File: config.mk
export PLATFORM = sky130hd
export DESIGN_NAME = mpcbs_stage
export DESIGN_NICKNAME = d
export VERILOG_FILES = /design/src/mpcbs_pkg.sv /design/src/mpcbs_stage.sv
export SDC_FILE = /design/constraint.sdc
export NUM_CORES = 2
export LEC_CHECK = 0
export BUFFER_PORTS_ARGS = -buffer_cell sky130_fd_sc_hd__buf_4
export CELL_PAD_IN_SITES_DETAIL_PLACEMENT = 1
export CELL_PAD_IN_SITES_GLOBAL_PLACEMENT = 1
export CORE_MARGIN = 2
export CORE_UTILIZATION = 49
export CTS_CLUSTER_DIAMETER = 150
export CTS_CLUSTER_SIZE = 10
export DETAILED_ROUTE_END_ITERATION = 10
export GPL_ROUTABILITY_DRIVEN = 0
export GPL_TIMING_DRIVEN = 0
export PLACE_DENSITY_LB_ADDON = 0.1
export SLEW_MARGIN = 0
export SYNTH_ARGS = -nofsm -noshare
export SYNTH_HDL_FRONTEND = slang
export SYNTH_SLANG_ARGS = --single-unit
export TNS_END_PERCENT = 30
File: constraint.sdc
create_clock -name clock -period 11.9 [get_ports clock]
set_input_delay 1.19 -clock clock [delete_from_list [all_inputs] [get_ports clock]]
set_output_delay 1.19 -clock clock [all_outputs]
set_load 0.02 [all_outputs]
File: src/mpcbs_pkg.sv
// ----------------------------------------------------------------------------
// mpcbs_pkg
// Shared types, codes and arithmetic helpers of the bitrate selector.
// ----------------------------------------------------------------------------
`default_nettype none

package mpcbs_pkg;

   localparam int LEVELS_DEF      = 6;
   localparam int MAX_HORIZON_DEF = 5;
   localparam int MAX_CHUNKS_DEF  = 64;

   // upper limit of the horizon, fixes the width of the digit vector
   localparam int HORIZON_LIM = 5;

   localparam int QW     = 3;   // quality code width
   localparam int BUF_W  = 23;  // buffer level, seconds Q.16
   localparam int REB_W  = 35;  // rebuffer total, seconds Q.16
   localparam int KB_W   = 23;  // kbps / 1000 (Mbps), Q.16
   localparam int PEN_W  = 43;
   localparam int SUM_W  = 48;
   localparam int SEC_W  = 32;
   localparam int DEN_W  = 52;

   localparam logic [1:0] CMD_LOAD_SIZE    = 2'd0;
   localparam logic [1:0] CMD_LOAD_BITRATE = 2'd1;
   localparam logic [1:0] CMD_QUERY        = 2'd2;

   localparam logic [1:0] CSR_REBUF_PENALTY = 2'd0;
   localparam logic [1:0] CSR_BUFFER_WEIGHT = 2'd1;
   localparam logic [1:0] CSR_HORIZON       = 2'd2;
   localparam logic [1:0] CSR_VIDEO_CHUNKS  = 2'd3;

   localparam logic [15:0] REBUF_PENALTY_RST = 16'd1101;
   localparam logic [15:0] BUFFER_WEIGHT_RST = 16'd0;
   localparam logic [2:0]  HORIZON_RST       = 3'd5;
   localparam logic [6:0]  VIDEO_CHUNKS_RST  = 7'd48;

   localparam logic [SEC_W-1:0] RTT_Q16    = 32'd5243;
   localparam logic [BUF_W-1:0] REFILL_Q16 = 23'd262144;
   localparam logic signed [SUM_W-1:0] START_BEST = -48'sd6553600000000;

   typedef enum logic [2:0] {
      ST_IDLE,
      ST_FETCH,
      ST_LOAD,
      ST_DIVIDE,
      ST_SCORE,
      ST_DRAIN,
      ST_HOLD
   } state_type;

   // one quality sequence travelling down the scoring pipeline
   typedef struct packed {
      logic                            valid;
      logic                            last;
      logic [HORIZON_LIM-1:0][QW-1:0]  digits;
      logic [BUF_W-1:0]                buf_lvl;
      logic [REB_W-1:0]                rebuf;
      logic [15:0]                     br_prev;
      logic signed [SUM_W-1:0]         sum;
   } seq_type;

   // table writes broadcast to every stage
   typedef struct packed {
      logic             br_we;
      logic [QW-1:0]    br_addr;
      logic [15:0]      br_data;
      logic [KB_W-1:0]  kb_data;
      logic             d_we;
      logic [2:0]       d_pos;
      logic [QW-1:0]    d_q;
      logic [SEC_W-1:0] d_data;
   } tbl_wr_type;

   // floor(x / 125) for x below 2^29, by reciprocal multiply
   function automatic logic [KB_W-1:0] div125(input logic [28:0] x);
      logic [58:0] prod;
      prod = 59'(x) * 59'd549755814;
      return prod[58:36];
   endfunction

endpackage

`default_nettype wire

File: src/mpcbs_stage.sv
// ----------------------------------------------------------------------------
// mpcbs_stage
// Three-stage pipeline segment scoring one chunk position of a sequence.
// ----------------------------------------------------------------------------
`default_nettype none

module mpcbs_stage #(
   parameter int P      = 0,
   parameter int LEVELS = mpcbs_pkg::LEVELS_DEF
) (
   input  wire logic                   clock,
   input  wire logic                   reset,
   input  wire mpcbs_pkg::tbl_wr_type  tbl_wr,
   input  wire logic                   pos_active,
   input  wire logic [15:0]            rebuffer_penalty,
   input  wire logic [15:0]            buffer_weight,
   input  wire mpcbs_pkg::seq_type     seq_in,
   output mpcbs_pkg::seq_type          seq_out
);

   localparam int QIW = (LEVELS > 1) ? $clog2(LEVELS) : 1;

   logic [mpcbs_pkg::SEC_W-1:0] d_ff  [LEVELS];
   logic [15:0]                 br_ff [8];
   logic [mpcbs_pkg::KB_W-1:0]  kb_ff [8];

   mpcbs_pkg::seq_type          s1_ff, s1_in, s2_ff, s3_ff, s3_in;
   logic [mpcbs_pkg::KB_W-1:0]  s1_kb_ff, s1_kb_in, s2_kb_ff;
   logic [15:0]                 s1_diff_ff, s1_diff_in;
   logic                        s1_act_ff, s2_act_ff;
   logic [mpcbs_pkg::KB_W-1:0]  s2_rdiff_ff;
   logic [mpcbs_pkg::PEN_W-1:0] s2_pen_ff, s2_pen_in;

   logic [mpcbs_pkg::QW-1:0]    q;
   logic [mpcbs_pkg::SEC_W-1:0] d;
   logic [15:0]                 br;
   logic [50:0]                 pen_prod;
   logic [38:0]                 wt_prod;
   logic signed [mpcbs_pkg::SUM_W-1:0] r;

   always_ff @(posedge clock) begin
      if (tbl_wr.d_we && tbl_wr.d_pos == 3'(P)) begin
         d_ff[tbl_wr.d_q[QIW-1:0]] <= tbl_wr.d_data;
      end
      if (tbl_wr.br_we) begin
         br_ff[tbl_wr.br_addr] <= tbl_wr.br_data;
         kb_ff[tbl_wr.br_addr] <= tbl_wr.kb_data;
      end
   end

   // stage 1: buffer simulation and table lookups
   always_comb begin
      q          = seq_in.digits[P];
      d          = d_ff[q[QIW-1:0]];
      br         = br_ff[q];
      s1_in      = seq_in;
      s1_kb_in   = kb_ff[q];
      s1_diff_in = (br >= seq_in.br_prev) ? br - seq_in.br_prev : seq_in.br_prev - br;
      if (pos_active) begin
         if (mpcbs_pkg::SEC_W'(seq_in.buf_lvl) < d) begin
            s1_in.rebuf   = seq_in.rebuf + mpcbs_pkg::REB_W'(d)
                            - mpcbs_pkg::REB_W'(seq_in.buf_lvl);
            s1_in.buf_lvl = mpcbs_pkg::REFILL_Q16;
         end else begin
            s1_in.buf_lvl = seq_in.buf_lvl - d[mpcbs_pkg::BUF_W-1:0]
                            + mpcbs_pkg::REFILL_Q16;
         end
         s1_in.br_prev = br;
      end
   end

   // stage 2: products
   assign pen_prod  = 51'(rebuffer_penalty) * 51'(s1_ff.rebuf);
   assign s2_pen_in = pen_prod[50:8];

   // stage 3: buffer term and accumulate
   assign wt_prod = 39'(buffer_weight) * 39'(s2_ff.buf_lvl);
   assign r = $signed({25'd0, s2_kb_ff}) - $signed({5'd0, s2_pen_ff})
              - $signed({25'd0, s2_rdiff_ff}) - $signed({25'd0, wt_prod[38:16]});
   always_comb begin
      s3_in = s2_ff;
      if (s2_act_ff) begin
         s3_in.sum = s2_ff.sum + r;
      end
   end

   always_ff @(posedge clock) begin
      if (reset) begin
         s1_ff.valid <= 1'b0;
         s2_ff.valid <= 1'b0;
         s3_ff.valid <= 1'b0;
      end else begin
         s1_ff <= s1_in;
         s2_ff <= s1_ff;
         s3_ff <= s3_in;
      end
      s1_kb_ff    <= s1_kb_in;
      s1_diff_ff  <= s1_diff_in;
      s1_act_ff   <= pos_active;
      s2_kb_ff    <= s1_kb_ff;
      s2_act_ff   <= s1_act_ff;
      s2_rdiff_ff <= mpcbs_pkg::div125({s1_diff_ff, 13'd0});
      s2_pen_ff   <= s2_pen_in;
   end

   assign seq_out = s3_ff;

endmodule

`default_nettype wire

**Word-level counts from Yosys, hierarchy flattened**

Memory sizes are Yosys's and may differ from the RTL's. A register that Yosys moved wholly into a read port is not among the register bits.
Cells that the tools add are included.
Widths: inputs -> output; s select.

- Register bits: 524
- Memory bits (writable): 504
- Input bits: 256
- Memories kept: 3

Memory list:

| name | words | bits a word | read ports | clocked after Yosys merged registers in | write ports | RTL line | text |
|---|---|---|---|---|---|---|---|
| d_ff | 6 | 32 | 1 | 0 | 1 | mpcbs_stage.sv:23 | `logic [mpcbs_pkg::SEC_W-1:0] d_ff [LEVELS];` |
| kb_ff | 8 | 23 | 1 | 1 | 1 | mpcbs_stage.sv:25 | `logic [mpcbs_pkg::KB_W-1:0] kb_ff [8];` |
| br_ff | 8 | 16 | 1 | 0 | 1 | mpcbs_stage.sv:24 | `logic [15:0] br_ff [8];` |

- Add/subtract/negate cells: 10
- Multipliers: 3
- $lt $le $gt $ge: 2
- Muxes and demuxes: 9
- Reductions and logical operators: 2

Operators with widths:

| cell | count |
|---|---|
| $mux 74 | 1 |
| $mul 16x35->51 | 1 |
| $add 48x46->48 | 1 |
| $mux 48 | 1 |
| $sub 45x24->46 | 1 |
| $mul 16x29->45 const B | 1 |
| $sub 44x24->45 | 1 |
| $sub 23x43->44 | 1 |
| $mul 16x23->39 | 1 |
| $add 35x32->35 | 1 |
| $mux 35 | 1 |
| $sub 35x23->35 | 1 |
| $lt 23x32->1 | 1 |
| $sub 16x16->16 | 2 |
| $add 23x19->23 const B | 1 |
| $mux 23 | 1 |
| $sub 23x23->23 | 1 |
| $ge 16x16->1 | 1 |
| $mux 16 | 1 |
| $mux 1 | 4 |
| $logic_not 3->1 | 1 |
| $logic_and 1x1->1 | 1 |

**Depth between registers and ports, before layout**

- Word-level depth: 5
- Depth in mapped cells: 43
- Depth with buffers taken out: 41

**Worst setup path after synthesis**

Ideal clock, no wire load.

- Path kind: input port to flip-flop
- Start: in buffer_weight[6]
- End: reg s3_ff (netlist bit seq_out[47]) (data pin)
- Arrival time: 10.446 ns
- Data required time: 11.643 ns
- Setup slack: 1.197 ns
- Stages on the path: 42
- Path buffers: 2
- Cell sequence: clkbuf_1 > nand2_1 > fa_1 > inv_1 > fa_1 > inv_1 > fa_1 > inv_1 > fa_1 > fa_1 > inv_1 > fa_1 > inv_1 > ha_1 > a21oi_1 > o21ai_1 > a21o_1 > a21o_1 > [6 not listed] > xor2_1 > fa_1 > inv_1 > fa_1 > inv_1 > ha_1 > buf_2 > o21ai_1 > a211oi_1 > nor2_1 > nor3b_1 > o211a_1 > o211ai_2 > a21oi_2 > a2111oi_4 > or3_1 > and3_1 > xor2_1

RTL lines:

| element | RTL line | text |
|---|---|---|
| start, declared | mpcbs_stage.sv:16 | `input wire logic [15:0] buffer_weight,` |
| end signal, assigned | mpcbs_stage.sv:95 | `s3_ff <= s3_in;` |
| end, declared | mpcbs_stage.sv:27 | `mpcbs_pkg::seq_type s1_ff, s1_in, s2_ff, s3_ff, s3_in;` |

==> impl_metrics.py <==
metrics = {
    "run_status": {
        "status": "finished clean",
    },
    "flow_run": {
        "max_cap_viol_count": 0,
    },
    "sta": {
        "relSlewSlack_pct": 2.440,
        "finalHoldViolations": 0,
        "setup_viol": 0,
        "max_freq_mhz": 87.20,
        "worst_pin_slew_ns": 1.448,
        "finalCritPeriodShare_pct": 96.37,
        "slew_violations": 0,
        "min_period_ns": 11.47,
        "hold_slack_ns": 0.3281,
        "skew_ns": 0.09916,
        "rsz0062_at_grt": "false",
    },
    "setup_path": {
        "crit_fanout": 10,
        "start_kind": "input pin",
        "criticalPathCategory": "in -> reg",
        "cpLargestDelayFamily": "adder cells",
        "end_kind": "flip-flop",
        "arrival_ns": 11.96,
        "critPathSlowestCell": "fa_1",
        "worst-path-buf-inv": 8,
        "reg2regPathDepth": 40,
        "path_depth": 41,
        "path_common_cell": "fa_1",
        "critPathRequiredTime_ns": 12.39,
        "max_stage_delay_ns": 0.56,
    },
    "logic_synthesis": {
        "synth_area_mm2": 0.08111,
        "ys_warn_count": 0,
        "synth_cell_type_count": 89,
        "syn_inst": 7051,
        "synth_seq_cells": 1051,
        "synth.avg_cell_area_um2": 11.50,
        "synth_edf_count": 918,
        "synth-async-reset-ratio_pct": 0,
        "synth_nets": 8870,
        "ys.flop_type": "edfxtp_1",
        "yosysTopAreaCell": "edfxtp_1",
        "synth-seq-area-share_pct": 37.27,
        "synth_top_area_share_pct": 33.99,
        "synthTopCellsByArea": "edfxtp_1 (34%), fa_1 (24%), ha_1 (9.4%)",
    },
    "cts": {
        "cts_sinks": 1051,
        "cts_buffers": 116,
        "cts.clk_slew.worst_paths_ns": 0.06,
        "ctsHoldBuffers": 0,
        "insertion_delay_ns": 0.79,
        "cts_root_buf": "clkbuf_16",
        "clockBufferDepth": 3,
        "cts_tree": "yes",
        "htreeDepth": 3,
    },
    "placed_design": {
        "port_buffers": 383,
        "dp.final_hpwl_um": 193700,
    },
    "drt": {
        "drc": 0,
        "vias_per_cell": 5.477,
        "num_vias": 53980,
        "wl_per_cell_um": 24.47,
        "drtPass1Iterations": 7,
        "ant_nets": 0,
        "drt_iter0_markers": 3690,
        "drt-total-wl_um": 241200,
    },
    "floorplanning": {
        "start_util_pct": 49.27,
        "pin_count": 395,
        "coreArea_mm2": 0.1646,
        "die_height_um": 410.9,
        "fp-row-count": 149,
        "die_w_um": 410.9,
        "dieArea_mm2": 0.1688,
    },
    "grt": {
        "antenna_found_initial": 35,
        "grt_util_all_layers_pct": 28.99,
        "grt_max_degree": 132,
        "grt_first_pass_wirelength_um": 364100,
        "grt_pass1_vias": 59040,
        "gr-total-overflow": 0,
    },
    "finish": {
        "area_delta_synth_final_pct": 12.16,
        "utilization_pct": 55.26,
        "drive_above_1_share_pct": 10.67,
        "nets": 9413,
    },
    "worst_hold_path": {
        "whs_path_depth": 0,
        "hold_class": "reg -> reg",
    },
}
## registers in the layout, indices dropped and copies added (netlist names)
signal / count
s1_act_ff: 1
s2_kb_ff: 23
s1_diff_ff: 16
s2_pen_ff: 43
s2_ff: 139
s2_act_ff: 1
s2_rdiff_ff: 23
kb_ff: 184
seq_out: 139
s1_kb_ff: 23
br_ff: 128
s1_ff: 139
d_ff: 192
## cells in the final DEF, fill, tap and decap left out, types with 25 or more instances in the layout
cell type	count
nand3_1	62
nand2_1	813
nand2b_1	46
buf_4	400
dfxtp_1	133
a21o_1	136
nor2_1	165
and3_1	27
clkbuf_16	117
xor2_1	104
a31oi_1	25
clkbuf_1	238
and2_1	310
mux2i_1	68
nand4_1	29
o21ai_0	148
nor2b_1	41
o21ai_1	48
mux2_2	43
o21a_1	26
ha_1	608
o21bai_1	30
inv_1	1376
edfxtp_1	918
mux4_2	110
nor3_1	40
fa_1	955
a21oi_1	205
xnor2_1	124
## stage by stage
step	instances	cell area [µm²]	TNS, ns	worst slack (ns)
final	9855	90970	0	0.4321
after global routing	9852	90970	0	0.03641
after CTS	9844	90830	-0.02821	-0.02821
after global placement	9623	86720	-639.00	-1.658
after floorplan	7051	81110	0	1.197
after detailed placement	9651	87300	-26.68	-1.344
## synth_stat cells, drive strengths merged, types with 7 or more instances
| cell type | count |
|---|---|
| nand3 | 62 |
| and3 | 27 |
| buf | 38 |
| inv | 1377 |
| a21o | 136 |
| edfxtp | 918 |
| ha | 608 |
| dfxtp | 133 |
| nand2 | 813 |
| or2 | 19 |
| mux4 | 110 |
| xnor2 | 124 |
| o21ai | 196 |
| nand2b | 46 |
| a221oi | 10 |
| or3 | 14 |
| nand4 | 29 |
| nor2 | 176 |
| mux2i | 69 |
| and2 | 310 |
| o21bai | 30 |
| clkbuf | 202 |
| xor2 | 104 |
| o21a | 26 |
| mux2 | 45 |
| a2111oi | 7 |
| a21oi | 207 |
| a211oi | 21 |
| a31oi | 28 |
| o31ai | 7 |
| nor4 | 10 |
| fa | 955 |
| o211ai | 11 |
| a21boi | 10 |
| nor2b | 41 |
| nor3 | 46 |
## cells by family after synthesis
family | Yosys count | share of synthesized area (%)
simple gates | 1619 | 9.384
buf+inv | 1617 | 7.545
fa+ha+maj | 1563 | 32.95
flops | 1051 | 37.27
compound gates | 749 | 5.857
xor+xnor | 228 | 2.462
mux | 224 | 4.531
## metal layers
metal	part of all wire [%]	up-vias	GRT usage, %
li1	-	23990	-
met1	42	28090	38.81
met2	48	1523	47.93
met3	7.0	356	5.666
met4	3.0	22	8.602
met5	0.066	-	0
## final cells by class
class | count | area (µm²)
fill | 17300 | 73640
multi-input combinational | 4383 | 44930
sequential | 1051 | 30230
inverter | 1377 | 5176
timing repair buffer | 428 | 3568
clock buffer | 173 | 3138
tap | 2189 | 2739
buffer | 237 | 959.7
clock inverter | 10 | 217.7
antenna | 7 | 17.52
## worst register-to-register path, delay by kind of cell, from the launching register on
family,cells,cell delay [ns]
fa+ha+maj,10,4.75
compound gates,17,3.91
simple gates,6,1.23
buf+inv,7,0.67
flops,1,0.62
## what timing repair did
item	CTS	global route
pin swaps	0	0
gates resized for setup	12	25
buffers inserted	11	6
endpoints found under the setup margin	29	25
## path summary, 6_finish.rpt
| check | startpoint | end | slack [ns] |
|---|---|---|---|
| worst min register to register | s1_kb_ff[2]$_DFF_P_ | s2_kb_ff[2]$_DFF_P_ | 0.33 |
| worst max-delay path | buffer_weight[6] | seq_out[43]$_DFFE_PN_ | 0.43 |
| worst max register to register | s2_ff[105]$_DFFE_PN_ | seq_out[43]$_DFFE_PN_ | 0.48 |
| worst min-delay path | s1_kb_ff[2]$_DFF_P_ | s2_kb_ff[2]$_DFF_P_ | 0.33 |
Power is not shown: default switching activity piles up to over one toggle a cycle in this logic, so the estimate is an artifact.
