==> config.mk <==
export PLATFORM = sky130hd
export DESIGN_NAME = mpcbs_div
export DESIGN_NICKNAME = d
export VERILOG_FILES = /design/src/mpcbs_pkg.sv /design/src/mpcbs_div.sv
export SDC_FILE = /design/constraint.sdc
export NUM_CORES = 1
export LEC_CHECK = 0
export BUFFER_PORTS_ARGS = -buffer_cell sky130_fd_sc_hd__buf_2
export CAP_MARGIN = 15
export CORE_ASPECT_RATIO = 1.75
export CORE_MARGIN = 8
export CORE_UTILIZATION = 25
export DETAILED_ROUTE_END_ITERATION = 6
export SYNTH_ARGS = -nofsm -noshare
export SYNTH_HDL_FRONTEND = slang
export SYNTH_SLANG_ARGS = --single-unit
export TNS_END_PERCENT = 20
==> constraint.sdc <==
create_clock -name clock -period 4.5 [get_ports clock]
set_input_delay 0.45 -clock clock [delete_from_list [all_inputs] [get_ports clock]]
set_output_delay 0.45 -clock clock [all_outputs]
set_load 0.02 [all_outputs]
==> src/mpcbs_pkg.sv <==
// ----------------------------------------------------------------------------
// mpcbs_pkg
// Shared types, codes and arithmetic helpers of the bitrate selector.
// ----------------------------------------------------------------------------
`default_nettype none

package mpcbs_pkg;

   localparam int LEVELS_DEF      = 6;
   localparam int MAX_HORIZON_DEF = 5;
   localparam int MAX_CHUNKS_DEF  = 64;

   // upper limit of the horizon, fixes the width of the digit vector
   localparam int HORIZON_LIM = 5;

   localparam int QW     = 3;   // quality code width
   localparam int BUF_W  = 23;  // buffer level, seconds Q.16
   localparam int REB_W  = 35;  // rebuffer total, seconds Q.16
   localparam int KB_W   = 23;  // kbps / 1000 (Mbps), Q.16
   localparam int PEN_W  = 43;
   localparam int SUM_W  = 48;
   localparam int SEC_W  = 32;
   localparam int DEN_W  = 52;

   localparam logic [1:0] CMD_LOAD_SIZE    = 2'd0;
   localparam logic [1:0] CMD_LOAD_BITRATE = 2'd1;
   localparam logic [1:0] CMD_QUERY        = 2'd2;

   localparam logic [1:0] CSR_REBUF_PENALTY = 2'd0;
   localparam logic [1:0] CSR_BUFFER_WEIGHT = 2'd1;
   localparam logic [1:0] CSR_HORIZON       = 2'd2;
   localparam logic [1:0] CSR_VIDEO_CHUNKS  = 2'd3;

   localparam logic [15:0] REBUF_PENALTY_RST = 16'd1101;
   localparam logic [15:0] BUFFER_WEIGHT_RST = 16'd0;
   localparam logic [2:0]  HORIZON_RST       = 3'd5;
   localparam logic [6:0]  VIDEO_CHUNKS_RST  = 7'd48;

   localparam logic [SEC_W-1:0] RTT_Q16    = 32'd5243;
   localparam logic [BUF_W-1:0] REFILL_Q16 = 23'd262144;
   localparam logic signed [SUM_W-1:0] START_BEST = -48'sd6553600000000;

   typedef enum logic [2:0] {
      ST_IDLE,
      ST_FETCH,
      ST_LOAD,
      ST_DIVIDE,
      ST_SCORE,
      ST_DRAIN,
      ST_HOLD
   } state_type;

   // one quality sequence travelling down the scoring pipeline
   typedef struct packed {
      logic                            valid;
      logic                            last;
      logic [HORIZON_LIM-1:0][QW-1:0]  digits;
      logic [BUF_W-1:0]                buf_lvl;
      logic [REB_W-1:0]                rebuf;
      logic [15:0]                     br_prev;
      logic signed [SUM_W-1:0]         sum;
   } seq_type;

   // table writes broadcast to every stage
   typedef struct packed {
      logic             br_we;
      logic [QW-1:0]    br_addr;
      logic [15:0]      br_data;
      logic [KB_W-1:0]  kb_data;
      logic             d_we;
      logic [2:0]       d_pos;
      logic [QW-1:0]    d_q;
      logic [SEC_W-1:0] d_data;
   } tbl_wr_type;

   // floor(x / 125) for x below 2^29, by reciprocal multiply
   function automatic logic [KB_W-1:0] div125(input logic [28:0] x);
      logic [58:0] prod;
      prod = 59'(x) * 59'd549755814;
      return prod[58:36];
   endfunction

endpackage

`default_nettype wire

==> src/mpcbs_div.sv <==
// ----------------------------------------------------------------------------
// mpcbs_div
// Bit-serial download time divider: size * 2^32 / den, saturated, plus rtt.
// ----------------------------------------------------------------------------
`default_nettype none

module mpcbs_div (
   input  wire logic                          clock,
   input  wire logic                          reset,
   input  wire logic                          start,
   input  wire logic [25:0]                   size,
   input  wire logic [mpcbs_pkg::DEN_W-1:0]   den,
   output logic                               done,
   output logic [mpcbs_pkg::SEC_W-1:0]        quo
);

   logic [mpcbs_pkg::DEN_W-1:0] rem_ff, rem_in;
   logic [mpcbs_pkg::SEC_W-1:0] quo_ff, quo_in;
   logic                        sat_ff, sat_in;
   logic                        run_ff, run_in;
   logic                        done_ff, done_in;
   logic [4:0]                  cnt_ff, cnt_in;
   logic [mpcbs_pkg::DEN_W:0]   rem2;
   logic [mpcbs_pkg::SEC_W:0]   sum_rtt;

   always_comb begin
      rem_in  = rem_ff;
      quo_in  = quo_ff;
      sat_in  = sat_ff;
      run_in  = run_ff;
      cnt_in  = cnt_ff;
      done_in = 1'b0;
      rem2    = {rem_ff, 1'b0};
      if (start) begin
         rem_in = mpcbs_pkg::DEN_W'(size);
         sat_in = (mpcbs_pkg::DEN_W'(size) >= den);
         quo_in = '0;
         cnt_in = '0;
         run_in = 1'b1;
      end else if (run_ff) begin
         if (rem2 >= {1'b0, den}) begin
            rem_in = mpcbs_pkg::DEN_W'(rem2 - {1'b0, den});
            quo_in = {quo_ff[mpcbs_pkg::SEC_W-2:0], 1'b1};
         end else begin
            rem_in = rem2[mpcbs_pkg::DEN_W-1:0];
            quo_in = {quo_ff[mpcbs_pkg::SEC_W-2:0], 1'b0};
         end
         cnt_in = cnt_ff + 5'd1;
         if (cnt_ff == 5'd31) begin
            run_in  = 1'b0;
            done_in = 1'b1;
         end
      end
   end

   always_ff @(posedge clock) begin
      if (reset) begin
         run_ff  <= 1'b0;
         done_ff <= 1'b0;
      end else begin
         run_ff  <= run_in;
         done_ff <= done_in;
      end
      rem_ff <= rem_in;
      quo_ff <= quo_in;
      sat_ff <= sat_in;
      cnt_ff <= cnt_in;
   end

   assign sum_rtt = {1'b0, quo_ff} + {1'b0, mpcbs_pkg::RTT_Q16};
   assign quo  = (sat_ff || sum_rtt[mpcbs_pkg::SEC_W]) ? '1 : sum_rtt[mpcbs_pkg::SEC_W-1:0];
   assign done = done_ff;

endmodule

`default_nettype wire

* After elaboration in Yosys (flattened, before gate mapping)
Index checks and enable logic that the tools add are counted. W data, S select, Z words.
Operators by class: $add $sub $neg 3, $lt $le $gt $ge 2, equality and inequality tests 1, muxes and demuxes 9, bitwise operators 1, reduce and logical (&&, ||, !) cells 3
Operators by type and width (number):
- $ge A53 B52 Y1 | 1
- $ge A26 B52 Y1 | 1
- $mux W26 | 2
- $mux W52 | 1
- $sub A52 B52 Y52 | 1
- $add A32 B13 Y33 const B | 1
- $mux W32 | 1
- $add A5 B1 Y5 const B | 1
- $eq A5 B5 Y1 const B | 1
- $mux W1 | 5
- $reduce_or A3 Y1 | 1
- $reduce_bool A2 Y1 | 1
- $logic_or A1 B1 Y1 | 1
- $not A1 Y1 | 1
Storage, ports and cells: bits in registers 92, input bits 81, output and inout port bits 33

* Longest topological paths before layout
Gate-level depths: netlist (run 1).
depth in word-level cells 4, depth in mapped cells 15

* Worst setup path after synthesis (run 1)
No wires, ideal clock.
path type input to register, start in den[18] (netlist name), end reg rem_ff[18] (netlist name), data pin, library setup time 260 ps, arrival 2721 ps, required time 4240 ps, path slack 1519 ps, cell stages on the path 13, buffers on the path 2, path through inv_1 > ha_1 > buf_2 > nand4_1 > nor3_2 > nand2_1 > nor4_2 > nor2_1 > nand3b_1 > a21oi_2 > buf_6 > mux2_1 > mux2_2
On the way: longest elaborated chain between the ends 4, elaborated cells between the ends (all ways) 5
RTL lines:
- start, declared | line mpcbs_div.sv:12 | input wire logic [mpcbs_pkg::DEN_W-1:0] den,
- $sub A52 B52 Y52 or $ge A53 B52 Y1 (tied branches) | line mpcbs_div.sv:42, mpcbs_div.sv:41
- $mux W52 * | line mpcbs_div.sv:41 | if (rem2 >= {1'b0, den}) begin
- $mux W26 * | line mpcbs_div.sv:40 | end else if (run_ff) begin
- $mux W26 * | line mpcbs_div.sv:34 | if (start) begin
- named net rem_in, one bit | line mpcbs_div.sv:17 | logic [mpcbs_pkg::DEN_W-1:0] rem_ff, rem_in;
- end signal, assigned | line mpcbs_div.sv:64 | rem_ff <= rem_in;
- end, declared | line mpcbs_div.sv:17
The timed path passes the listed nets; every way through them passes the cells marked *. The select of a mux whose other input is x is not followed. A chain may end at the register's enable or synchronous reset.

* Final worst setup path (run 1)
start reg rem_ff[35] (netlist name), end reg rem_ff[23] (netlist name), data pin
On the way: longest elaborated chain between the ends 4
RTL lines (line):
- $ge A53 B52 Y1 | mpcbs_div.sv:41
- $mux W52 | mpcbs_div.sv:41
- $mux W26 | mpcbs_div.sv:40
- $mux W26 | mpcbs_div.sv:34
- named net rem_in, one bit | mpcbs_div.sv:17
The timed path passes the listed nets, and every way through them passes these cells. The select of a mux whose other input is x is not followed.

==> results.md, run 1 <==
Status:
- The run finished with clean final reports.

Worst setup path:
- The critical path buffer and inverter count is 1.
- Data on the critical path arrives at its endpoint at 4160 ps.
- The worst setup path is captured at a flop.
- The cell family contributing the most delay on the critical path is simple AND/OR/NAND/NOR gates.
- STA puts the critical path data required time at 4620 ps.
- In this run the worst path has a maximum fanout of 12.
- The delay of the slowest cell on the worst path is 870 ps.
- The critical path goes through ha_1, nand4_1, nor4_1, nand4_1, o211a_1, and3_1, a21oi_2, buf_4, mux2_1, mux2_2.
- The kind of critical path is flop to flop.
- The most frequent cell on the critical path is nand4_1.
- The slowest stage of the critical path belongs to the cell nor4_1.
- The sort of element at the start of the critical path is a flop.

Synth:
- The post-synthesis cell type count is 72.
- The most frequently used flop master after synthesis is dfxtp_1.
- Synthesis produced a netlist with a net count of 1,256.
- The Yosys step of the flow raised 0 warnings.
- Each instance of the synthesized netlist takes up on average 7.748 um^2.
- The post-synthesis async set-or-reset flop share is 0%.
- The flip-flop and latch count after synthesis is 92.
- Synthesis handed over a netlist of 1,093 instances.
- After synthesis, flip-flops and latches occupy 24.94% of the total area.
- In this run, synthesis inferred 27 flip-flops with an integrated enable.
- The netlist area before placement is 0.008468 mm^2.

Die:
- The initialized floorplan defines 89 standard-cell rows.
- In this run the vertical extent of the chip is 259.5 um.
- The number of top-level design ports is 114.
- The die span in x is 155.1 um.
- Once the floorplan was initialized, standard cells occupied 25.26% of the core.
- The floorplan step defined a die boundary enclosing 0.04025 mm^2.
- The floorplan step defined a core boundary enclosing 0.03352 mm^2.

Routing:
- After detailed routing, the number of remaining DRC violations is 0.
- The count of nets left with antenna violations once routing finished came out at 0.
- The DRC violation total after the first TritonRoute iteration is 455.
- The first-pass iteration count of the detailed router is 5.
- Wires add up to 26,990 um.
- Dividing the detail-routed wire length by the instance count gives 16.55 um.
- The post-detailed-route via-to-cell ratio is 4.960.
- The routed layout has 8,090 vias.

Placement:
- Once placement completed, the tool counted placed cells totaling 1,615.
- The final HPWL from detailed placement is 21,900 um.
- The routability congestion estimate from global placement is 0.9466.
- The cell area after placement is 0.009442 mm^2.
- The port buffer count is 113.
- The post-place setup slack is 179.0 ps.

Timing:
- Headroom to the max-slew limit came out at 34.89%.
- The clock arrives with 9.404 ps of skew.
- The count of endpoints failing hold in the final timing report is 0.
- The post-layout minimum cycle time is 4039 ps.
- Setup repair after global routing left no endpoint under its margin.
- The post-layout worst setup margin is 461.4 ps.
- The final count of pins violating max slew came to 0.
- Dividing the final minimum period by the clock period gives 89.75%.
- At the pin with the least slew margin, the transition time is 967.7 ps.
- Timing would allow up to 247.6 MHz.
- The final number of setup-violating endpoints is 0.
- After routing, the total negative slack on setup checks comes to 0 ps.

Layout:
- The final standard cell count with taps included and fillers excluded is 1,631.
- The library cell used most frequently in the layout, excluding fill and tap cells, is nor2_1.
- The finished layout cell area is 0.009733 mm^2.
- From synthesis to final layout, the design area changed by 14.94%.
- 0 antenna diodes ended up in the layout.
- The top cell types in the final layout, fill and taps aside, are 121 x nor2_1, 112 x buf_2, 111 x nand2_1.
- In the final layout, the share of cells above drive strength 1 is 14.20%.
- For this run, the post-layout net count is 1,334.
- The fill cell instance count of the final layout is 3,666.

CTS:
- The clock transition at the register clock pins on the worst setup and hold paths after CTS is 70 ps.
- The clock buffer count from CTS is 9.
- The H-tree generated during clock tree synthesis spans 3 levels.
- The number of clock sinks seen by CTS is 92.
- The quantity of hold-fixing buffers added after cts is 0.
- The post-CTS setup-driven buffer insertion count is 0.
- In this run, post-CTS repair resized a total of 0 instances.
- The master cell of the clock root buffer is clkbuf_16.
- The later pin in the worst-skew pair is clocked with a latency of 360 ps.
- In this run the deepest clock path goes through 2 buffers.
- TritonCTS built the clock tree.

Global routing:
- In the global route stage, overall resource usage came out at 13.69%.
- The overflow left after global routing is 0.
- The first global-routing pass estimated 43,860 um of wire.
- The largest net degree at the start of global routing is 57.
- The via count of the first global-routing pass is 8,489.
- The initial antenna violation count is 3.

Job:
- Max-cap violations in this run came to 0.

Pwr:
- Summed over all cells, the static leakage comes to 4.170 nW.
- Power spread over the standard cell area amounts to 269.7 mW/mm^2.
- The worst vdd rail ir drop is 149.6 uV.

Min path:
- The type of the worst min-delay path is input port to flop.
state kept, by name, summed over array words and instances, names as in the netlist:
register  flops
rem_ff       52
cnt_ff        5
run_ff        1
done          1
sat_ff        1
quo_ff       32
final cells by class:
cell class,count,area [um^2],area share [%]
Clock buffer,10,239.0,2.455
Sequential cell,92,2116,21.74
Timing Repair Buffer,123,655.6,6.736
Clock inverter,6,52.55,0.5399
Multi-Input combinational cell,875,5838,59.98
Tap cell,455,569.3,5.849
Inverter,70,262.8,2.700
worst paths after layout:
path                   start    endpoint  slack [ps]  cells past startpoint
setup / recovery  rem_ff[35]  rem_ff[23]         460                     10
hold / removal         reset      run_ff         250                      2
setup reg to reg  rem_ff[35]  rem_ff[23]         460                     10
hold reg to reg   rem_ff[40]  rem_ff[40]         500                      2
stage by stage:
stage / hold WS, ps / utilization (%) / total power, mW
2_1_floorplan: 451.1 / - / 1.619
3_3_place_gp: 472.0 / 28.17 / 1.867
3_5_place_dp: 486.1 / 28.17 / 1.869
4_1_cts: 238.1 / 29.04 / 2.661
5_1_grt: 242.5 / 29.04 / 2.794
6_report: 253.3 / 29.04 / 2.625
layer usage:
metal  vias to the layer above  part of all wire, %  global-route usage, %
met5                         -                 0.13                      0
met4                         6                  5.2                  8.502
met3                        76                  3.1                  1.950
met2                       144                   55                  26.84
met1                      3815                   37                  13.00
li1                       4049                    -                      -
Yosys cell counts (all sizes together) (3+ instances only):
cell type / instances / share of area, %
o41ai: 3 / 0.40
edfxtp: 27 / 9.6
xor2: 30 / 3.1
a311oi: 5 / 0.52
xnor2: 40 / 4.1
a21oi: 97 / 5.8
a31oi: 7 / 0.52
clkbuf: 32 / 1.4
a32oi: 4 / 0.41
nand3: 27 / 1.6
mux2: 9 / 1.2
a21boi: 3 / 0.27
a2111oi: 4 / 0.56
o21bai: 10 / 0.89
o21a: 3 / 0.27
o211ai: 4 / 0.35
mux2i: 46 / 5.4
nor3: 12 / 0.77
dfxtp: 65 / 15
nor3b: 3 / 0.27
o221ai: 4 / 0.41
a211o: 4 / 0.41
nor2: 121 / 5.4
o21ai: 75 / 4.4
or3: 7 / 0.52
inv: 70 / 3.1
nor4: 17 / 1.7
nand4: 28 / 2.1
ha: 81 / 12
a22oi: 3 / 0.27
buf: 24 / 1.7
a211oi: 13 / 1.3
and3: 8 / 0.59
a21o: 34 / 3.0
nand2: 114 / 5.1
nor2b: 13 / 0.96
nand2b: 20 / 1.5
o31ai: 5 / 0.50
power breakdown:
part           total (mW)  switching, mW  internal, mW  leakage (nW)
Sequential          0.947         0.0410         0.906         0.803
Clock               0.774          0.372         0.402         0.148
Combinational       0.903          0.547         0.356          3.22
Total                2.62          0.960          1.66          4.17
cell families after synthesis:
logic type | count (synthesis) | share of synthesized area, %
AO/OA/AOI/OAI | 289 | 21.56
adder cells (fa/ha/maj) | 82 | 12.20
multiplexers | 55 | 6.634
AND/OR/NAND/NOR | 379 | 21.23
XOR/XNOR | 70 | 7.240
flip-flops | 92 | 24.94
buffers and inverters | 126 | 6.191
worst reg2reg max path: cells and delay by family, from the launching register on:
kind | cells | cell delay, ps
flops | 1 | 330
simple gates | 4 | 1660
buf+inv | 1 | 260
fa+ha+maj | 1 | 510
mux | 2 | 600
compound gates | 2 | 430
Power figures use the tool's default switching activity.
==> run 2: changes to the inputs <==
- MAX_ROUTING_LAYER: default -> met4
==> run 2 against run 1 <==
Against the previous run: via count is 0.69% lower; cell count up 0.25%; total power up 1.6%; die area did not move; utilization grew 0.10 points; largest cell class unchanged.
==> results.md, run 2 (synthesis gave the netlist of run 1 again) <==
Status:
- The run finished with clean final reports.

Routing:
- Across all layers, the routed design uses 8,034 vias.
- In this run the remaining antenna-violating nets after routing total 0.
- The DRC violation total after the first TritonRoute iteration is 446.
- The total DRC errors in the routed layout is 0.
- Dividing the detail-routed via count by the number of cells gives 4.914.
- The wire length per cell after detailed routing is 16.68 um.
- The first-pass iteration count of the detailed router is 4.
- The total wire length is 27,270 um.

Timing:
- The count of endpoints failing hold in the final timing report was 0.
- In the final timing run, aggregate negative setup slack is 0 ps.
- Measured against its own limit, the worst slew margin works out to 34.61%.
- After layout, the minimum clock period comes to 4099 ps.
- Final hold analysis gives a worst-case slack of 237.1 ps.
- The post-layout worst setup margin is 400.5 ps.
- The achievable clock frequency is 243.9 MHz.
- Setup repair after global routing left no endpoint under its margin.
- The final number of setup-violating endpoints is 0.
- The worst path uses 91.10% of the clock period.
- The final clock skew is 6.488 ps.
- The final count of pins violating max slew is 0.
- The worst-margin pin slew is 971.9 ps.

Layout:
- The final standard cell count with taps included and fillers excluded is 1,635.
- The final layout net count is 1,335.
- The number of flip-flops under the largest register name is 52.
- The layout overhead on the synthesized area is 15.34%.
- For this run, the share of the core covered by cells in the final layout is 29.14%.
- The layout has 3,643 filler cells.
- rem_ff holds more flip-flops than any other register.
- Summing all multi-input logic gate instances after layout gives 0.005838 mm^2.
- In the final layout, the registers with the most flip-flops are rem_ff x52, quo_ff x32, cnt_ff x5.
- The most common cell after layout, fill and taps aside is nor2_1.
- The sequential cell area is 0.002116 mm^2.
- The library cells used most frequently in the layout, excluding fill and tap cells, are 121 x nor2_1, 112 x buf_2, 111 x nand2_1.
- The fraction of final layout cells sized beyond drive strength 1 is 14.27%.

Die:
- In this run the count of I/O pins placed on the die edge is 114.
- The full die area is 0.04025 mm^2.
- The initial utilization of the core area, before any placement, comes to 25.26%.
- The floorplan core area is 0.03352 mm^2.
- The floorplan has 89 rows.
- In this run the horizontal extent of the chip is 155.1 um.
- The die is 259.5 um tall.

Pwr:
- The share of total power in sequential cells is 35.4%.
- The internal power contribution is 1.686 mW.
- The share of total power dissipated in the clock network is 30.5%.
- The analysis attributes to cell leakage a power of 4.181 nW.
- Net switching is 36.78% of the power.
- The portion of total power attributed to combinational logic is 34.1%.
- IR analysis of the VDD net gives a maximum drop of 170.0 uV.
- For this design the total switching power over the nets is 0.9809 mW.
- The power density over the cells is 273.0 mW/mm^2.

Job:
- The max capacitance violation total is 0.

Global routing:
- The overflow left after global routing is 0.
- The aggregate global-route resource usage is 14.20%.
- The largest net degree at the start of global routing is 57.
- The first global-routing pass estimated 43,730 um of wire.
- The initial antenna violation count was 3.
- The via count of the first global-routing pass is 8,454.

Worst setup path:
- The arrival time of data at the critical path endpoint is 4230 ps.
- The worst reg2reg path depth is 10.
- In this run the critical register-to-register path is launched from rem_ff[35].
- The worst register-to-register path has a setup slack of 400 ps.
- The kind of critical path is flop to flop.
- Along the worst path, the maximum fanout reaches 12.
- STA classifies the critical path endpoint as a flop.
- The worst setup path is launched from a flop.
- The worst register-to-register path ends at rem_ff[18].
- The data required time at the worst endpoint is 4630 ps.

Min path:
- The endpoint with the worst hold slack is run_ff.
- The startpoint identified for the worst hold timing path is reset.
- The path class of the tightest hold or removal check is input port to flop.
- The hold-critical path depth is 2.

Placement:
- Including well taps, the total number of placed cells is 1,616.
- The congestion estimate from routability-driven global placement came to 0.9447.
- The port buffer count is 113.
- The post-place setup slack is 135.4 ps.
- The final HPWL from detailed placement is 22,080 um.

CTS:
- The number of clock buffers added by TritonCTS is 9.
- The clock insertion delay at the later pin of the skew report is 370 ps.
- The post-CTS setup-driven buffer insertion count is 0.
- The master cell of the clock root buffer is clkbuf_16.
- Once the clock tree was built, the resizer swapped 0 gates to a different size.
- The number of clock sinks seen by CTS is 92.
- The number of levels in the clock H-tree is 3.
- The number of buffers on the longest clock path is 2.
- The clock transition at the register clock pins on the worst setup and hold paths after CTS is 70 ps.
- The CTS tree is yes.
- Buffers inserted to repair hold after CTS numbered 0.
-- run 2: cell count changes in the layout (fill, tap and decap cells not counted) --
| cell | previous run | this run |
|---|---|---|
| diode_2 | 0 | 3 |
| inv_4 | 2 | 1 |
| buf_4 | 10 | 11 |
| inv_8 | 2 | 1 |
| inv_6 | 1 | 2 |
| clkbuf_16 | 9 | 10 |
| clkinv_8 | 0 | 1 |
| clkbuf_8 | 1 | 0 |
-- run 2: per-layer routing --
layer  part of all wire [%]  GRT usage (%)  vias up
met5                      0              -        -
met4                    4.4          7.764        0
met3                    3.0          2.150       57
met2                     56          27.48      132
met1                     37          12.97     3778
li1                       -              -     4067
-- run 2: worst max-delay path, stage by stage (launching register included) --
cell and delay (ps):
dfxtp_1 330, ha_1 510, nand4_1 340, nor4_1 880
nand4_1 290, o211a_1 200, and3_1 200, a21oi_2 220
buf_4 270, mux2_1 340, mux2_2 260
-- run 2: power by group through the flow --
stage	clock, mW	sequential [mW]	combinational (mW)
4_1_cts	0.849	0.945	0.914
3_3_place_gp	0	0.963	0.909
3_5_place_dp	0	0.964	0.908
2_1_floorplan	0	0.945	0.674
5_1_grt	0.875	0.950	1.01
6_report	0.812	0.945	0.909
-- run 2: per-stage QoR --
| step | area (um^2) | power, mW |
|---|---|---|
| 2_1_floorplan | 8468 | 1.619 |
| 3_3_place_gp | 9449 | 1.872 |
| 3_5_place_dp | 9449 | 1.872 |
| 4_1_cts | 9759 | 2.708 |
| 5_1_grt | 9767 | 2.838 |
| 6_report | 9767 | 2.667 |
-- run 2: layout make-up --
type,instances,area share [%]
timing repair buffer,124,6.790
inverter,70,2.690
multi-input combinational,875,59.77
sequential,92,21.66
clock buffer,10,2.562
tap,455,5.829
antenna,3,0.07686
clock inverter,6,0.6149
-- run 2: worst max-delay path by stage --
stage / startpoint / to / depth (start not counted)
after detailed placement: den[36] / rem_ff[23] / 12
after floorplan: den[18] / rem_ff[18] / 13
after CTS: rem_ff[35] / rem_ff[23] / 10
final: rem_ff[35] / rem_ff[18] / 10
after global placement: den[36] / rem_ff[18] / 12
after global routing: rem_ff[35] / rem_ff[19] / 10
==> run 3: changes to the inputs <==
- CELL_PAD_IN_SITES_DETAIL_PLACEMENT: default -> 2
- CELL_PAD_IN_SITES_GLOBAL_PLACEMENT: default -> 2
- PLACE_DENSITY_LB_ADDON: default -> 0.1
==> run 3 against run 2 <==
Against the previous run: sequential power up 0.4%; hold slack worse by 5.1 ps; global-route usage is 2.4 points higher; combinational power up 3.7%; via count is 1.8% higher; first-iteration DRC count shrank 65%; flip-flop and latch count stayed put; largest cell class unchanged.
==> results.md, run 3 (synthesis gave the netlist of run 1 again) <==
CTS:
- The quantity of hold-fixing buffers added after cts is 0.
- Clock tree synthesis found a total of 92 sinks.
- Clock latency on the worst-skew pair, taken at its later pin, is 370 ps.
- After clock tree synthesis, the clock-pin slew on the worst setup and hold paths is 70 ps.
- Post-CTS repair changed the size of 0 cells.
- The post-CTS setup-driven buffer insertion count is 0.
- The number of levels in the clock H-tree is 3.
- The master cell of the clock root buffer is clkbuf_16.
- The clock buffer count from CTS is 9.
- The CTS tree is yes.
- The clock passes through at most 2 buffers.

Timing:
- Timing would allow up to 258.3 MHz.
- Setup repair after global routing left no endpoint under its margin.
- Setup violations remaining at the end of the flow were counted as 0.
- At the pin with the least slew margin, the transition time is 900.4 ps.
- The final clock skew is 14.13 ps.
- The worst pin sits at a relative slew slack of 39.42%.
- The summed negative setup slack over all endpoints is 0 ps.
- The final count of pins violating max slew came to 0.
- Dividing the final minimum period by the clock period gives 86.04%.
- The count of endpoints failing hold in the final timing report is 0.
- The post-layout minimum cycle time is 3872 ps.

Worst setup path:
- Counting cells, the worst reg-to-reg path comes to 11.
- The kind of critical path is flop to output port.
- STA classifies the critical path startpoint as a flop.
- The data required time at the worst endpoint is 4050 ps.
- The kind of capture point of the worst setup path is an output port.
- Of all nets on the critical path, the largest fanout is 18.
- The arrival time of data at the critical path endpoint is 3420 ps.

Layout:
- The layout overhead on the synthesized area is 15.34%.
- The register with the most flip-flops in the layout has 52 of them.
- The number of antenna diodes in the final layout is 0.
- Fill cells in the final layout number 3,932.
- The sequential cells in the finished layout cover a total of 0.002116 mm^2.
- The post-route netlist has 14.48% of its cells at a drive strength greater than 1.
- The end-of-flow core utilization is 29.14%.
- The library cells used most frequently in the layout, excluding fill and tap cells, are 121 x nor2_1, 112 x buf_2, 111 x nand2_1.
- The largest registers in the layout are rem_ff x52, quo_ff x32, cnt_ff x5.
- The area of the multi-input gates is 0.005846 mm^2.
- The finished layout cell area is 0.009767 mm^2.
- After the last flow step, the layout net total stands at 1,339.
- The register with the most flip-flops is rem_ff.
- The most common cell after layout, fill and taps aside is nor2_1.

Routing:
- The total wire length is 32,250 um.
- The total DRC errors in the routed layout is 0.
- In this run the remaining antenna-violating nets after routing total 0.
- The wire length per cell after detailed routing is 19.71 um.
- Summing over every cut layer, the via total after detailed routing is 8,182.
- The first routing iteration left 155 violations.
- The first-pass iteration count of the detailed router is 4.
- The post-detailed-route via-to-cell ratio is 5.001.

Die:
- Row generation in the floorplan step produced 89 rows.
- Once the floorplan was initialized, standard cells occupied 25.26% of the core.
- Measured along the x axis, the die boundary spans 155.1 um.
- The full die area is 0.04025 mm^2.
- After floorplanning, the core was sized to cover 0.03352 mm^2.
- The number of top-level design ports is 114.
- The die is 259.5 um tall.

Global routing:
- Entering global routing, the biggest net connects 54 pins.
- The initial antenna violation count is 0.
- Global routing finished with a remaining overflow of 0.
- The via count of the first global-routing pass was 9,220.
- The first global-routing pass estimated 50,390 um of wire.
- Global routing used 16.57% of the available tracks.

Pwr:
- Summed over all nets, the switching power comes to 0.9893 mW.
- Total power for the finished layout comes to 2.693 mW.
- The clock power share is 29.8%.
- The leakage power figure is 4.178 nW.
- Of the total power, the share spent switching nets is 36.73%.
- The share of total power in sequential cells is 35.2%.
- The worst vdd rail ir drop is 184.8 uV.
- The internal portion of the total power is 1.704 mW.
- The power density over the cells is 275.7 mW/mm^2.
- Combinational logic burns 35.0% of the power.

Placement:
- The wire-length estimate of the detail-placed layout is 26,820 um.
- Port buffering added 113 buffers.
- The routability congestion estimate from global placement is 0.8158.
- The cell area after placement is 0.009474 mm^2.

Status:
- The run finished with clean final reports.

Job:
- The max capacitance violation total is 0.

Min path:
- The type of the worst min-delay path is input port to flop.
- The worst hold path passes through 2 cells.
[run 3: cell types whose count changed in the layout (fill, tap and decap cells not counted), sizes merged]
cell,before,now
buf,124,128
diode,3,0
inv,74,71
clkinvlp,0,2
bufinv,0,1
[run 3: per-stage QoR]
stage,hold WS [ps],std cells,worst slack (ps)
finish,232.1,1636,628.2
global route,238.6,1636,277.3
CTS,203.3,1636,422.3
detailed placement,501.3,1620,490.9
global placement,482.1,1620,534.9
floorplan,451.1,1093,1519
[run 3: worst paths after layout]
| check | from | to | slack, ps |
|---|---|---|---|
| max | quo_ff[3] | quo[14] | 630 |
| min | reset | run_ff | 230 |
| max reg2reg | rem_ff[19] | rem_ff[18] | 730 |
| min reg2reg | rem_ff[40] | rem_ff[40] | 510 |
[run 3: worst max-delay path, stage by stage (launching register included)]
cell and delay, ps:
dfxtp_1 370, nor4_1 400, nand2b_1 200, and4_1 280, o21ai_1 200, nand2b_1 270
a31oi_2 670, buf_4 330, o21ai_0 140, buf_2 180
[run 3: final cells by class]
| type | count | share of cell area, % |
|---|---|---|
| multi-input combinational | 875 | 59.85 |
| sequential | 92 | 21.66 |
| timing repair buffer | 128 | 6.969 |
| tap | 455 | 5.829 |
| inverter | 70 | 2.690 |
| clock buffer | 10 | 2.344 |
| clock inverter | 6 | 0.6533 |
[run 3: power by group through the flow]
stage,sequential [mW],clock (mW),combinational (mW)
6_report,0.949,0.802,0.943
5_1_grt,0.955,0.869,1.05
4_1_cts,0.950,0.851,0.968
3_5_place_dp,0.967,0,0.963
3_3_place_gp,0.967,0,0.950
2_1_floorplan,0.945,0,0.674
[run 3: layer usage]
layer | routed length (um) | share of wire (%) | track usage (%) | vias up
li1 | - | - | - | 4054
met1 | 11970 | 37 | 15.09 | 4010
met4 | 638 | 2.0 | 4.975 | 0
met3 | 699 | 2.2 | 2.250 | 24
met2 | 18940 | 59 | 34.14 | 94
met5 | 0 | 0 | - | -
